<file path="config.mk">
export PLATFORM = sky130hd
export DESIGN_NAME = button_debounce_multiclick
export DESIGN_NICKNAME = d
export VERILOG_FILES = /design/src/hw/rtl/bdm_pkg.sv /design/src/hw/rtl/button_debounce_multiclick.sv
export SDC_FILE = /design/constraint.sdc
export NUM_CORES = 1
export LEC_CHECK = 0
export BUFFER_PORTS_ARGS = -buffer_cell sky130_fd_sc_hd__clkbuf_2
export CORE_ASPECT_RATIO = 0.8
export CORE_MARGIN = 4
export CORE_UTILIZATION = 48
export CTS_BUF_LIST = sky130_fd_sc_hd__clkbuf_4 sky130_fd_sc_hd__clkbuf_8
export DETAILED_ROUTE_END_ITERATION = 10
export PLACE_DENSITY = 0.69
export RECOVER_POWER = 100
export SETUP_SLACK_MARGIN = 0.02
export SYNTH_ARGS = -nofsm -noshare
export SYNTH_HDL_FRONTEND = slang
export SYNTH_SLANG_ARGS = --single-unit
</file>
<file path="constraint.sdc">
create_clock -name clock -period 6 [get_ports clock]
set_clock_uncertainty 0.05 [all_clocks]
set_input_delay 0.6 -clock clock [delete_from_list [all_inputs] [get_ports clock]]
set_output_delay 0.6 -clock clock [all_outputs]
set_load 0.02 [all_outputs]
</file>
<file path="src/hw/rtl/bdm_pkg.sv">
package bdm_pkg;

   typedef enum logic [2:0] {
      PH_IDLE         = 3'd0,
      PH_SINGLE_HELD  = 3'd1,
      PH_FIRST_PRESS  = 3'd2,
      PH_ONE_RELEASED = 3'd3,
      PH_DOUBLE_HELD  = 3'd4,
      PH_SECOND_PRESS = 3'd5,
      PH_TWO_RELEASED = 3'd6,
      PH_TRIPLE_HELD  = 3'd7
   } phase_type;

   localparam int CSR_INDEX_BITS = 3;
   localparam int CSR_DATA_BITS  = 16;

   localparam logic [CSR_INDEX_BITS-1:0] CSR_DEBOUNCE   = 3'd0;
   localparam logic [CSR_INDEX_BITS-1:0] CSR_INTERCLICK = 3'd1;
   localparam logic [CSR_INDEX_BITS-1:0] CSR_REPEAT_EN  = 3'd2;
   localparam logic [CSR_INDEX_BITS-1:0] CSR_DOUBLE_EN  = 3'd3;
   localparam logic [CSR_INDEX_BITS-1:0] CSR_TRIPLE_EN  = 3'd4;

   localparam logic [7:0]  DEBOUNCE_RESET   = 8'd20;
   localparam logic [15:0] INTERCLICK_RESET = 16'd500;

   localparam logic [1:0] EVT_NONE   = 2'd0;
   localparam logic [1:0] EVT_SINGLE = 2'd1;
   localparam logic [1:0] EVT_DOUBLE = 2'd2;
   localparam logic [1:0] EVT_TRIPLE = 2'd3;

   localparam logic [14:0] REP_HELD_1 = 15'd1000;
   localparam logic [14:0] REP_HELD_2 = 15'd3000;
   localparam logic [14:0] REP_HELD_3 = 15'd7000;
   localparam logic [14:0] REP_HELD_4 = 15'd12000;
   localparam logic [14:0] REP_HELD_5 = 15'd18000;

   localparam logic [9:0] REP_GAP_1 = 10'd1000;
   localparam logic [9:0] REP_GAP_2 = 10'd500;
   localparam logic [9:0] REP_GAP_3 = 10'd250;
   localparam logic [9:0] REP_GAP_4 = 10'd100;
   localparam logic [9:0] REP_GAP_5 = 10'd50;
   localparam logic [9:0] REP_GAP_6 = 10'd25;

endpackage

</file>
<file path="src/hw/rtl/button_debounce_multiclick.sv">
// The result of an accepted request is registered and shown in the cycle after it is accepted.
// Throughput: one request per cycle unless stalled; all work is one pass of logic into the result register.
// The request side stalls only while a finished result waits and the result side stalls.
// Reset is synchronous and active high: level released, click machine idle, click and
// repeat timers saturated, registers at debounce 20 ms and inter-click 500 ms.
module button_debounce_multiclick #(
   parameter int TIMER_BITS = 16
) (
   input  logic                                clock,
   input  logic                                reset,
   input  logic                                req_valid,
   output logic                                req_stall,
   input  logic                                req_raw_level,
   output logic                                rsp_valid,
   input  logic                                rsp_stall,
   output logic [1:0]                          rsp_click_event,
   output logic                                rsp_is_pressed,
   output logic                                rsp_level_changed,
   input  logic                                csr_write,
   input  logic [bdm_pkg::CSR_INDEX_BITS-1:0]  csr_index,
   input  logic [bdm_pkg::CSR_DATA_BITS-1:0]   csr_wdata
);
   import bdm_pkg::*;

   localparam int CW = (TIMER_BITS > 16) ? TIMER_BITS : 16;
   localparam logic [TIMER_BITS-1:0] TMAX = '1;

   logic [7:0]            debounce_ff;
   logic [15:0]           interclick_ff;
   logic                  repeat_en_ff;
   logic                  double_en_ff;
   logic                  triple_en_ff;

   logic                  released_ff, released_in;
   logic [TIMER_BITS-1:0] since_change_ff, since_change_in;
   logic [TIMER_BITS-1:0] since_click_ff, since_click_in;
   logic [TIMER_BITS-1:0] since_action_ff, since_action_in;
   phase_type             phase_ff, phase_in;

   logic                  rsp_valid_ff, rsp_valid_in;
   logic [1:0]            event_ff;
   logic                  pressed_ff;
   logic                  changed_ff;

   logic                  accept;
   logic [TIMER_BITS-1:0] change_up, click_up, action_up;
   logic                  changed;
   logic                  just_pressed;
   logic                  timed_out;
   logic [9:0]            gap;
   logic                  repeat_due;
   logic [1:0]            action;
   logic                  clear_click;

   assign req_stall = rsp_valid_ff & rsp_stall;
   assign accept    = req_valid & ~req_stall;

   assign change_up = (since_change_ff == TMAX) ? since_change_ff : since_change_ff + 1'b1;
   assign click_up  = (since_click_ff == TMAX)  ? since_click_ff  : since_click_ff + 1'b1;
   assign action_up = (since_action_ff == TMAX) ? since_action_ff : since_action_ff + 1'b1;

   assign changed = (req_raw_level != released_ff) &&
                    ((CW'(change_up) >= CW'(debounce_ff)) || (change_up == TMAX));
   assign released_in     = changed ? req_raw_level : released_ff;
   assign since_change_in = changed ? '0 : change_up;
   assign just_pressed    = changed & ~released_in;
   assign timed_out = (CW'(click_up) >= CW'(interclick_ff)) || (click_up == TMAX);

   always_comb begin
      if (CW'(since_change_in) < CW'(REP_HELD_1)) begin
         gap = REP_GAP_1;
      end else if (CW'(since_change_in) < CW'(REP_HELD_2)) begin
         gap = REP_GAP_2;
      end else if (CW'(since_change_in) < CW'(REP_HELD_3)) begin
         gap = REP_GAP_3;
      end else if (CW'(since_change_in) < CW'(REP_HELD_4)) begin
         gap = REP_GAP_4;
      end else if (CW'(since_change_in) < CW'(REP_HELD_5)) begin
         gap = REP_GAP_5;
      end else begin
         gap = REP_GAP_6;
      end
   end

   assign repeat_due = repeat_en_ff &&
                       ((CW'(action_up) >= CW'(gap)) || (action_up == TMAX));

   // Next phase of the click machine.
   always_comb begin
      phase_in = phase_ff;
      unique case (phase_ff)
         PH_IDLE: begin
            if (just_pressed) begin
               phase_in = (!triple_en_ff && !double_en_ff) ? PH_SINGLE_HELD : PH_FIRST_PRESS;
            end
         end
         PH_ONE_RELEASED: begin
            if (just_pressed) begin
               phase_in = !triple_en_ff ? PH_DOUBLE_HELD : PH_SECOND_PRESS;
            end else if (timed_out) begin
               phase_in = PH_IDLE;
            end
         end
         PH_TWO_RELEASED: begin
            if (just_pressed) begin
               phase_in = PH_TRIPLE_HELD;
            end else if (timed_out) begin
               phase_in = PH_IDLE;
            end
         end
         PH_SINGLE_HELD, PH_DOUBLE_HELD, PH_TRIPLE_HELD: begin
            if (released_in) begin
               phase_in = PH_IDLE;
            end
         end
         PH_FIRST_PRESS: begin
            if (released_in) begin
               phase_in = PH_ONE_RELEASED;
            end else if (timed_out) begin
               phase_in = PH_SINGLE_HELD;
            end
         end
         PH_SECOND_PRESS: begin
            if (released_in) begin
               phase_in = PH_TWO_RELEASED;
            end else if (timed_out) begin
               phase_in = PH_DOUBLE_HELD;
            end
         end
         default: phase_in = PH_IDLE;
      endcase
   end

   // Click events and timer clears of the click machine.
   always_comb begin
      action      = EVT_NONE;
      clear_click = 1'b0;
      unique case (phase_ff)
         PH_IDLE: begin
            if (just_pressed) begin
               if (!triple_en_ff && !double_en_ff) begin
                  action = EVT_SINGLE;
               end else begin
                  clear_click = 1'b1;
               end
            end
         end
         PH_ONE_RELEASED: begin
            if (just_pressed) begin
               if (!triple_en_ff) begin
                  action = EVT_DOUBLE;
               end else begin
                  clear_click = 1'b1;
               end
            end else if (timed_out) begin
               action = EVT_SINGLE;
            end
         end
         PH_TWO_RELEASED: begin
            if (just_pressed) begin
               action = EVT_TRIPLE;
            end else if (timed_out) begin
               action = EVT_DOUBLE;
            end
         end
         PH_SINGLE_HELD: begin
            if (!released_in && repeat_due) begin
               action = EVT_SINGLE;
            end
         end
         PH_DOUBLE_HELD: begin
            if (!released_in && repeat_due) begin
               action = EVT_DOUBLE;
            end
         end
         PH_TRIPLE_HELD: begin
            if (!released_in && repeat_due) begin
               action = EVT_TRIPLE;
            end
         end
         PH_FIRST_PRESS: begin
            if (!released_in && timed_out) begin
               action = EVT_SINGLE;
            end
         end
         PH_SECOND_PRESS: begin
            if (!released_in && timed_out) begin
               action = EVT_DOUBLE;
            end
         end
         default: action = EVT_NONE;
      endcase
   end

   assign since_click_in  = clear_click ? '0 : click_up;
   assign since_action_in = (action != EVT_NONE) ? '0 : action_up;
   assign rsp_valid_in    = accept | (rsp_valid_ff & rsp_stall);

   always_ff @(posedge clock) begin
      if (reset) begin
         debounce_ff   <= DEBOUNCE_RESET;
         interclick_ff <= INTERCLICK_RESET;
         repeat_en_ff  <= 1'b0;
         double_en_ff  <= 1'b0;
         triple_en_ff  <= 1'b0;
      end else if (csr_write) begin
         unique case (csr_index)
            CSR_DEBOUNCE:   debounce_ff   <= csr_wdata[7:0];
            CSR_INTERCLICK: interclick_ff <= csr_wdata[15:0];
            CSR_REPEAT_EN:  repeat_en_ff  <= csr_wdata[0];
            CSR_DOUBLE_EN:  double_en_ff  <= csr_wdata[0];
            CSR_TRIPLE_EN:  triple_en_ff  <= csr_wdata[0];
            default: ;
         endcase
      end
   end

   always_ff @(posedge clock) begin
      if (reset) begin
         released_ff     <= 1'b1;
         since_change_ff <= '0;
         since_click_ff  <= '1;
         since_action_ff <= '1;
         phase_ff        <= PH_IDLE;
         rsp_valid_ff    <= 1'b0;
      end else begin
         rsp_valid_ff <= rsp_valid_in;
         if (accept) begin
            released_ff     <= released_in;
            since_change_ff <= since_change_in;
            since_click_ff  <= since_click_in;
            since_action_ff <= since_action_in;
            phase_ff        <= phase_in;
         end
      end
   end

   always_ff @(posedge clock) begin
      if (accept) begin
         event_ff   <= action;
         pressed_ff <= ~released_in;
         changed_ff <= changed;
      end
   end

   assign rsp_valid         = rsp_valid_ff;
   assign rsp_click_event   = event_ff;
   assign rsp_is_pressed    = pressed_ff;
   assign rsp_level_changed = changed_ff;

`ifndef SYNTHESIS
   assert property (@(posedge clock) disable iff (reset)
      accept |=> rsp_valid_ff)
      else $error("Accepted request produced no result.");

   assert property (@(posedge clock) disable iff (reset)
      released_ff == (phase_ff == PH_IDLE || phase_ff == PH_ONE_RELEASED ||
                      phase_ff == PH_TWO_RELEASED))
      else $error("Click phase disagrees with the debounced level.");

   assert property (@(posedge clock) disable iff (reset)
      (accept && action != EVT_NONE) |=> (since_action_ff == '0))
      else $error("Emitted click did not restart the repeat timer.");

   assert property (@(posedge clock) disable iff (reset)
      (accept && changed) |=> (since_change_ff == '0 && rsp_level_changed))
      else $error("Accepted level change not recorded.");
`endif

endmodule
</file>
* Yosys cells after proc, flatten, opt, wreduce, memory -nomap -nowiden
Cells that the tools add are included.
** Storage, ports and cells
- Output and inout port bits :: 6
- Memory bits (read-only) :: 0
- Memories :: 0
- Bits in writable memories :: 0
- Bits in registers :: 84
- Word-level logic and storage cells :: 116
- Bits in latches :: 0
- Input bits :: 25
** Operators by class
- Bitwise operators :: 6
- $mul :: 0
- Magnitude comparators :: 8
- $add $sub $neg :: 3
- Div/mod/pow operators :: 0
- Mux-type cells :: 42
- Shift operators :: 0
- Reductions and logical operators :: 21
- Equality and inequality tests :: 22
** Operators with widths (count)
- $eq 16x16->1 const B :: 6
- $mux 16 :: 6
- $add 16x1->16 const B :: 3
- $mux 3 :: 9
- $pmux 3 s6 :: 1
- $ge 16x10->1 :: 1
- $ge 16x16->1 :: 1
- $ge 16x8->1 :: 1
- $lt 16x10->1 const B :: 1
- $lt 16x12->1 const B :: 1
- $lt 16x13->1 const B :: 1
- $lt 16x14->1 const B :: 1
- $lt 16x15->1 const B :: 1
- $mux 2 :: 8
- $pmux 2 s8 :: 1
- $eq 3x3->1 const B :: 5
- $eq 3x2->1 const B :: 4
- $mux 1 :: 11
- $mux 10 :: 1
- $reduce_and 2->1 :: 5
- $mux 9 :: 1
- $mux 8 :: 1
- $mux 7 :: 1
- $eq 3x1->1 const B :: 2
- 15 further kinds :: 29

* Longest topological paths before layout
Gate-level depths: netlist of run 1.
- Depth in word-level cells :: 20
- Depth in mapped cells :: 28
- Gate-level depth less buffers :: 26

* Least setup slack after synthesis of run 1
Ideal clock, no wire load.
- Path kind :: register -> register
- Start point :: reg since_change_ff[15]
- End point :: reg since_action_ff[10]
- Data arrival time :: 5.431 ns
- Period minus slack after synthesis :: 5.566 ns
- Path slack :: 0.434 ns
- Stages on the path, launching flop included :: 27
- Required time :: 5.866 ns
- Library setup time :: 0.084 ns
- Cell sequence :: dfxtp_1 > clkbuf_1 > nand3_1 > or2_2 > nor3_2 > nor2_1 > xnor2_1 > inv_1 > ha_1 > o21ai_0 > o21bai_1 > a2111o_1 > nor3_1 > nand2b_1 > inv_2 > nor4_2 > nand2_1 > nand2_1 > ha_1 > a21o_1 > a2111oi_0 > a21oi_1 > o21ai_0 > nand4_1 > a41oi_4 > nand3_4 > o31ai_2
** Between the ends
- Longest elaborated chain between the ends :: 20
- Elaborated cells on any way between the ends :: 38
- Those cells by class :: 1 x add/sub; 7 x order compare; 2 x eq/ne; 18 x mux; 2 x bitwise; 8 x reduce/logical
** RTL lines
- from (decl) :: line button_debounce_multiclick.sv:35 : logic [TIMER_BITS-1:0] since_change_ff, since_change_in;
- from (signal assigned) :: line button_debounce_multiclick.sv:230 : since_change_ff <= since_change_in;
- $add 16x1->16 / $eq 16x16->1 (equally long branches) :: line button_debounce_multiclick.sv:58 : assign change_up = (since_change_ff == TMAX) ? since_change_ff : since_change_ff + 1'b1;
- $mux 16 * :: line button_debounce_multiclick.sv:58
- $ge 16x8->1 / $eq 16x16->1 (equally long branches) :: line button_debounce_multiclick.sv:63 : ((CW'(change_up) >= CW'(debounce_ff)) || (change_up == TMAX));
- $logic_or 1x1->1 :: line button_debounce_multiclick.sv:63
- $logic_and 1x1->1 :: line button_debounce_multiclick.sv:62 : assign changed = (req_raw_level != released_ff) &&
- $mux 16 :: line button_debounce_multiclick.sv:65 : assign since_change_in = changed ? '0 : change_up;
- $lt 16x15->1 :: line button_debounce_multiclick.sv:78 : end else if (CW'(since_change_in) < CW'(REP_HELD_5)) begin
- $mux 6 :: line button_debounce_multiclick.sv:78
- [... 4 more ...]
- $ge 16x10->1 :: line button_debounce_multiclick.sv:86 : ((CW'(action_up) >= CW'(gap)) || (action_up == TMAX));
- $logic_or 1x1->1 :: line button_debounce_multiclick.sv:86
- $logic_and 1x1->1 :: line button_debounce_multiclick.sv:85 : assign repeat_due = repeat_en_ff &&
- $logic_and 1x1->1 :: line button_debounce_multiclick.sv:167, button_debounce_multiclick.sv:172, button_debounce_multiclick.sv:177
- $mux 2, or another cell as far along :: line button_debounce_multiclick.sv:177 : if (!released_in && repeat_due) begin
- $pmux 2 s8 * :: line button_debounce_multiclick.sv:138 : unique case (phase_ff)
- $reduce_bool 2->1 * :: line button_debounce_multiclick.sv:196 : assign since_action_in = (action != EVT_NONE) ? '0 : action_up;
- $mux 16 * :: line button_debounce_multiclick.sv:196
- to (signal assigned) :: line button_debounce_multiclick.sv:232 : since_action_ff <= since_action_in;
- to (decl) :: line button_debounce_multiclick.sv:37 : logic [TIMER_BITS-1:0] since_action_ff, since_action_in;
Every way passes the cells marked *; elsewhere a longest branch is shown, timed or not.
A chain may end at the register's enable or synchronous reset.

* Final worst setup path of run 1
- Start point :: reg since_change_ff[8]
- End point :: reg since_action_ff[6]
The elaborated chain is that of the path after synthesis.

==> flow_metrics.env, run 1 <==
export IMPL_rsz0062_at_grt="no"
export IMPL_ir_worst_vdd_v=0.0001764
export IMPL_min_from="csr_wdata[11]"
export IMPL_yosys_area_top_type="dfxtp_1"
export IMPL_grt_start_max_net_pins=60
export IMPL_cts_sink_count=84
export IMPL_dr_pass1_iters=6
export IMPL_synth_ff_type="dfxtp_1"
export IMPL_place_inst=1004
export IMPL_fmax_ghz=0.1757
export IMPL_min_path_type="input pin to flop"
export IMPL_p_leak_nw=2.770
export IMPL_gp_congestion=0.9318
export IMPL_rr_endpoint="since_action_ff[6]"
export IMPL_ys_warn_count=0
export IMPL_drc=0
export IMPL_fin_crit_ps=5690
export IMPL_cts_max_level=3
export IMPL_grt_pass1_wl_um=28790
export IMPL_synth_most_common_cell="nand2_1"
export IMPL_r2r_slack_ps=310
export IMPL_avgRoutedWirePerCell_um=17.21
export IMPL_drtIter0Drc=744
export IMPL_cp_start_kind="flop"
export IMPL_relSlewSlack=-0.9645
export IMPL_core_um2=12390
export IMPL_violations="capacitance limit, slew limit"
export IMPL_gr_total_overflow=0
export IMPL_syn_num_nets=887
export IMPL_setup_violations=0
export IMPL_portBuffers=30
export IMPL_setup_tns_ps=0
export IMPL_vias=6272
export IMPL_initial_core_util=0.4997
export IMPL_dp_hpwl_um=12830
export IMPL_die_w_um=135.0
export IMPL_stdcell_count=1023
export IMPL_netlist_area_leader_share=0.2587
export IMPL_powerDensity_nw_per_um2=215.8
export IMPL_hold_viol=0
export IMPL_cp_end_kind="flop"
export IMPL_cts_tree="built"
export IMPL_drv_slew=60
export IMPL_n_antenna_cell=0
export IMPL_ys_types=81
export IMPL_routed_wl_um=17600
export IMPL_synthTopCellsByArea="dfxtp_1 26%, ha_1 7.5%, nand2_1 7.5%"
export IMPL_syn2layout_area_growth_pct=8.975
export IMPL_clk_latency_ps=370
export IMPL_cts_made_buffers=9
export IMPL_clockRootBuffer="clkbuf_8"
export IMPL_grt_pass1_vias=5675
export IMPL_drt_vias_per_instance=6.131
export IMPL_slowest_stage="a2111o_1"
export IMPL_avgSynthCellArea_um2=7.503
export IMPL_critical_path_class="flop to flop"
export IMPL_synth_area_um2=6190
export IMPL_synth_edf_count=4
export IMPL_nets=909
export IMPL_status="finished with violations"
export IMPL_worstHoldEndpoint="interclick_ff[11]"
export IMPL_max_slew_worst_pin_slew_ps=2947
export IMPL_yosys_top_cells_count="123 x nand2_1, 80 x dfxtp_1, 73 x a21oi_1, 59 x nor2_1, 48 x inv_1"
export IMPL_die_area_um2=14790
export IMPL_drive_gt1_frac=0.1279
export IMPL_ys_ff_latch=84
export IMPL_drv_cap=1
export IMPL_arrival_ps=5900
export IMPL_path_buf_inv=4
export IMPL_synthArstFlopShare=0
export IMPL_clk_pin_slew_ps=100
export IMPL_cpLargestDelayFamily="compound AO/OA/AOI/OAI gates"
export IMPL_hold_path_depth=3
export IMPL_r2r_start="since_change_ff[8]"
export IMPL_rows=36
export IMPL_required_ps=6210
export IMPL_slowest_delay_ps=440
export IMPL_detail_route_antenna_nets=0
export IMPL_rr_worst_depth=26
export IMPL_grtUsageTotal=0.2407
export IMPL_io_pins=31
export IMPL_critPathMaxFanout=10
export IMPL_die_h_um=109.6
export IMPL_antenna_found_initial=0
export IMPL_synth_cells=825
export IMPL_fin_crit_sh=0.9484
export IMPL_ys_seq_area_frac=0.2781
export IMPL_cts_buffer_depth=2
==> layout make-up <==
class / instances / area [um^2]
clock buffer: 9 / 123.9
clock inverter: 7 / 61.31
fill: 1176 / 5642
inverter: 49 / 183.9
multi-input combinational: 646 / 4099
sequential: 84 / 1733
tap: 171 / 214.0
timing repair buffer: 57 / 330.3
==> logic make-up (layout without fill, tap and decap cells) <==
group / Yosys count / after routing / synth area share
AOI/OAI and AO/OA: 229 / 229 / 0.2521
and+or+nand+nor: 342 / 342 / 0.2753
adders and majority gates: 37 / 37 / 0.07479
DFF: 84 / 84 / 0.2781
xor gates and xnor gates: 26 / 26 / 0.03679
muxes: 12 / 12 / 0.02122
buffers and inverters: 95 / 122 / 0.06165
==> report_power, final <==
group | total, W | internal [W] | switching [W]
clock | 0.000399 | 0.000157 | 0.000242
combinational | 0.000418 | 0.000162 | 0.000256
sequential | 0.000639 | 0.000593 | 0.0000465
==> registers in the layout (all words and copies together), names as in the netlist, 2 cells and up <==
register and cells:
debounce_ff 8, interclick_ff 16, since_action_ff 16, since_change_ff 16
phase_ff 3, since_click_ff 16, rsp_click_event 2
==> repair_timing <==
item	in CTS	in global routing
setup buffers	1	2
resized for setup	0	20
pin swaps	1	7
setup endpoints to repair	12	18
hold buffers	0	0
==> how the worst max path moves through the flow <==
stage,from,endpoint,cells after the start
after floorplan,since_change_ff[15],since_action_ff[10],26
after global routing,since_change_ff[8],since_action_ff[6],26
after CTS,since_change_ff[0],since_action_ff[6],24
after detailed placement,since_change_ff[0],since_action_ff[6],24
final,since_change_ff[8],since_action_ff[6],26
after global placement,since_change_ff[0],since_action_ff[13],24
==> tightest hold or removal path: cells and delay by family <==
family	cells	cell delay [ps]
buf+inv	1	80
compound gates	1	50
simple gates	1	40
==> metal layers <==
metal  routed length (um)  vias to the layer above  share of wire  global-route usage
li1                     -                     3047              -                   -
met1                 8375                     2957           0.48              0.3492
met2                 7730                      245           0.44              0.3712
met3                 1336                       23          0.076             0.04483
met4                  161                        0         0.0091             0.05683
met5                    0                        -              0                   0
==> through the flow <==
step                      hold WS (ps)  cell area [um^2]  setup slack, ps    util  total power (W)
final                            405.0              6745            309.8  0.5445         0.001455
after global routing             398.2              6745            9.514  0.5445         0.001540
after CTS                        391.4              6729            43.63  0.5432         0.001451
after detailed placement         401.3              6536           -16.70  0.5277         0.001056
after global placement           394.4              6536            293.5  0.5277         0.001041
after floorplan                  386.3              6190            434.2       -        0.0009456
==> cell usage in the layout, fill, tap and decap left out, types with 9 or more instances in the layout <==
master,n
clkbuf_2,24
dfxtp_1,75
inv_1,48
nand2_1,123
xor2_1,12
buf_4,23
nor3_1,25
a31oi_1,10
ha_1,36
a21oi_1,72
nor2_1,58
clkbuf_1,10
nand4_1,23
o21ai_0,40
and3_1,10
clkbuf_8,9
o211ai_1,16
nand3_1,43
xnor2_1,14
a221o_1,9
(Power assumes the default switching activity.)
==> inputs of run 2 (changes only) <==
--- a/config.mk
+++ b/config.mk
@@ -5,7 +5,7 @@
 export SDC_FILE = /design/constraint.sdc
 export NUM_CORES = 1
 export LEC_CHECK = 0
-export BUFFER_PORTS_ARGS = -buffer_cell sky130_fd_sc_hd__clkbuf_2
+export BUFFER_PORTS_ARGS = -buffer_cell sky130_fd_sc_hd__buf_4
 export CORE_ASPECT_RATIO = 0.8
 export CORE_MARGIN = 4
 export CORE_UTILIZATION = 48
==> run 2 against run 1 <==
- the run now ends clean
- first-iteration DRC count up 2.3%
- global-route usage rose by 0.74 points
- hold slack got worse by 16 ps
==> flow_metrics.env, run 2 (synthesized netlist as in run 1, its figures left out) <==
export IMPL_status="completed"
export IMPL_core_um2=12390
export IMPL_cp_end_kind="flop"
export IMPL_initial_core_util=0.4997
export IMPL_io_pins=31
export IMPL_hold_viol=0
export IMPL_avgRoutedWirePerCell_um=17.27
export IMPL_rr_worst_depth=26
export IMPL_arrival_ps=5790
export IMPL_crit_path_start="since_change_ff[8]"
export IMPL_gp_congestion=0.9350
export IMPL_fin_crit_ps=5534
export IMPL_clk_pin_slew_ps=100
export IMPL_max_slew_worst_pin_slew_ps=999.3
export IMPL_cp_start_kind="flop"
export IMPL_critical_path_class="flop to flop"
export IMPL_die_h_um=109.6
export IMPL_final_common_cell="nand2_1"
export IMPL_grtUsageTotal=0.2480
export IMPL_min_path_type="input pin to flop"
export IMPL_drtIter0Drc=761
export IMPL_nets=908
export IMPL_dp_hpwl_um=12910
export IMPL_final_area_um2=6797
export IMPL_routed_wl_um=17660
export IMPL_cts_max_level=3
export IMPL_relSlewSlack=0.3281
export IMPL_clockRootBuffer="clkbuf_8"
export IMPL_vias=6337
export IMPL_grt_pass1_vias=5880
export IMPL_rows=36
export IMPL_cts_sink_count=84
export IMPL_final_cell_mix="123 x nand2_1, 74 x dfxtp_1, 73 x a21oi_1, 60 x nor2_1, 48 x inv_1"
export IMPL_dpl_cell_area_um2=6619
export IMPL_required_ps=6260
export IMPL_grt_pass1_wl_um=29750
export IMPL_cts_tree="built"
export IMPL_fin_crit_sh=0.9224
export IMPL_detail_route_antenna_nets=0
export IMPL_cts_buffer_depth=2
export IMPL_drive_gt1_frac=0.1222
export IMPL_p_leak_nw=2.784
export IMPL_drv_cap=0
export IMPL_die_w_um=135.0
export IMPL_setup_violations=0
export IMPL_antenna_found_initial=0
export IMPL_design_power_total_w=0.001478
export IMPL_dr_pass1_iters=6
export IMPL_r2r_slack_ps=470
export IMPL_grt_start_max_net_pins=60
export IMPL_drt_vias_per_instance=6.201
export IMPL_gr_total_overflow=0
export IMPL_fmax_ghz=0.1807
export IMPL_drv_slew=0
export IMPL_crit_path_end="since_action_ff[9]"
export IMPL_clk_latency_ps=390
export IMPL_ctsHoldBuffers=0
export IMPL_die_area_um2=14790
export IMPL_drc=0
export IMPL_syn2layout_area_growth_pct=9.804
export IMPL_ir_worst_vdd_v=0.0001643
export IMPL_cts_made_buffers=9
export IMPL_n_antenna_cell=0
export IMPL_r2r_start="since_change_ff[8]"
export IMPL_rr_endpoint="since_action_ff[9]"
export IMPL_critPathMaxFanout=11
export IMPL_powerDensity_nw_per_um2=217.4
export IMPL_portBuffers=30
run 2: what timing repair did:
action,in CTS,in global routing
buffers inserted,0,1
resized for setup,0,17
setup endpoints to repair,0,18
run 2: worst max-delay path, cell delays in order (launching register included):
cell	delay, ps
dfxtp_2	410
nand4_2	180
or2_4	330
nor3_2	180
buf_4	190
nor2_1	70
xnor2_1	220
inv_1	70
ha_1	260
o21ai_0	70
o21bai_1	80
a2111o_1	440
nor3_1	170
nand2b_1	160
inv_2	120
nor4_4	300
nand2_1	130
nand2_1	90
ha_1	230
a21o_1	210
a2111oi_4	340
a21oi_1	110
o21ai_1	160
nand4_1	190
a41oi_4	330
nand3_4	190
o21ai_0	200
run 2: through the flow:
step,TNS (ps),setup WS [ps],instances,hold slack (ps),util
3_3_place_gp,0,462.2,1005,395.7,0.5343
5_1_grt,-98.54,-30.00,1022,374.5,0.5487
3_5_place_dp,0,121.7,1005,400.6,0.5343
4_1_cts,0,56.27,1021,377.1,0.5495
6_report,0,465.7,1022,388.9,0.5487
2_1_floorplan,0,434.2,825,386.3,-
run 2: worst min-delay path by stage:
stage	end	cells after the start	slack (ps)	startpoint
detailed placement	debounce_ff[6]	2	400	debounce_ff[6]
floorplan	debounce_ff[1]	2	390	debounce_ff[1]
finish	interclick_ff[8]	3	390	csr_wdata[8]
global placement	interclick_ff[1]	2	400	interclick_ff[1]
global route	rsp_valid	2	370	req_valid
CTS	rsp_valid	2	380	req_valid
run 2: power by group:
group	switching (W)	internal, W	total (W)	leakage, nW
clock network	0.000254	0.000161	0.000414	0.0907
logic	0.000256	0.000168	0.000424	1.99
registers	0.0000470	0.000592	0.000639	0.699
run 2: area by class of cell:
type                    instances  area (um^2)
inverters                      49        183.9
repair buffers                 56        382.9
clock inverters                 7        63.81
well taps                     171        214.0
clock buffers                   9        123.9
multi-input cells             646         4091
fillers                      1200         5590
flip-flops and latches         84         1737
run 2: metal layers:
layer  routed length, um  GRT usage  vias up
li1                    -          -     3037
met1                8274     0.3538     2990
met2                7473     0.3708      280
met3                1632    0.05947       30
met4                 274    0.07698        0
met5                   0          0        -
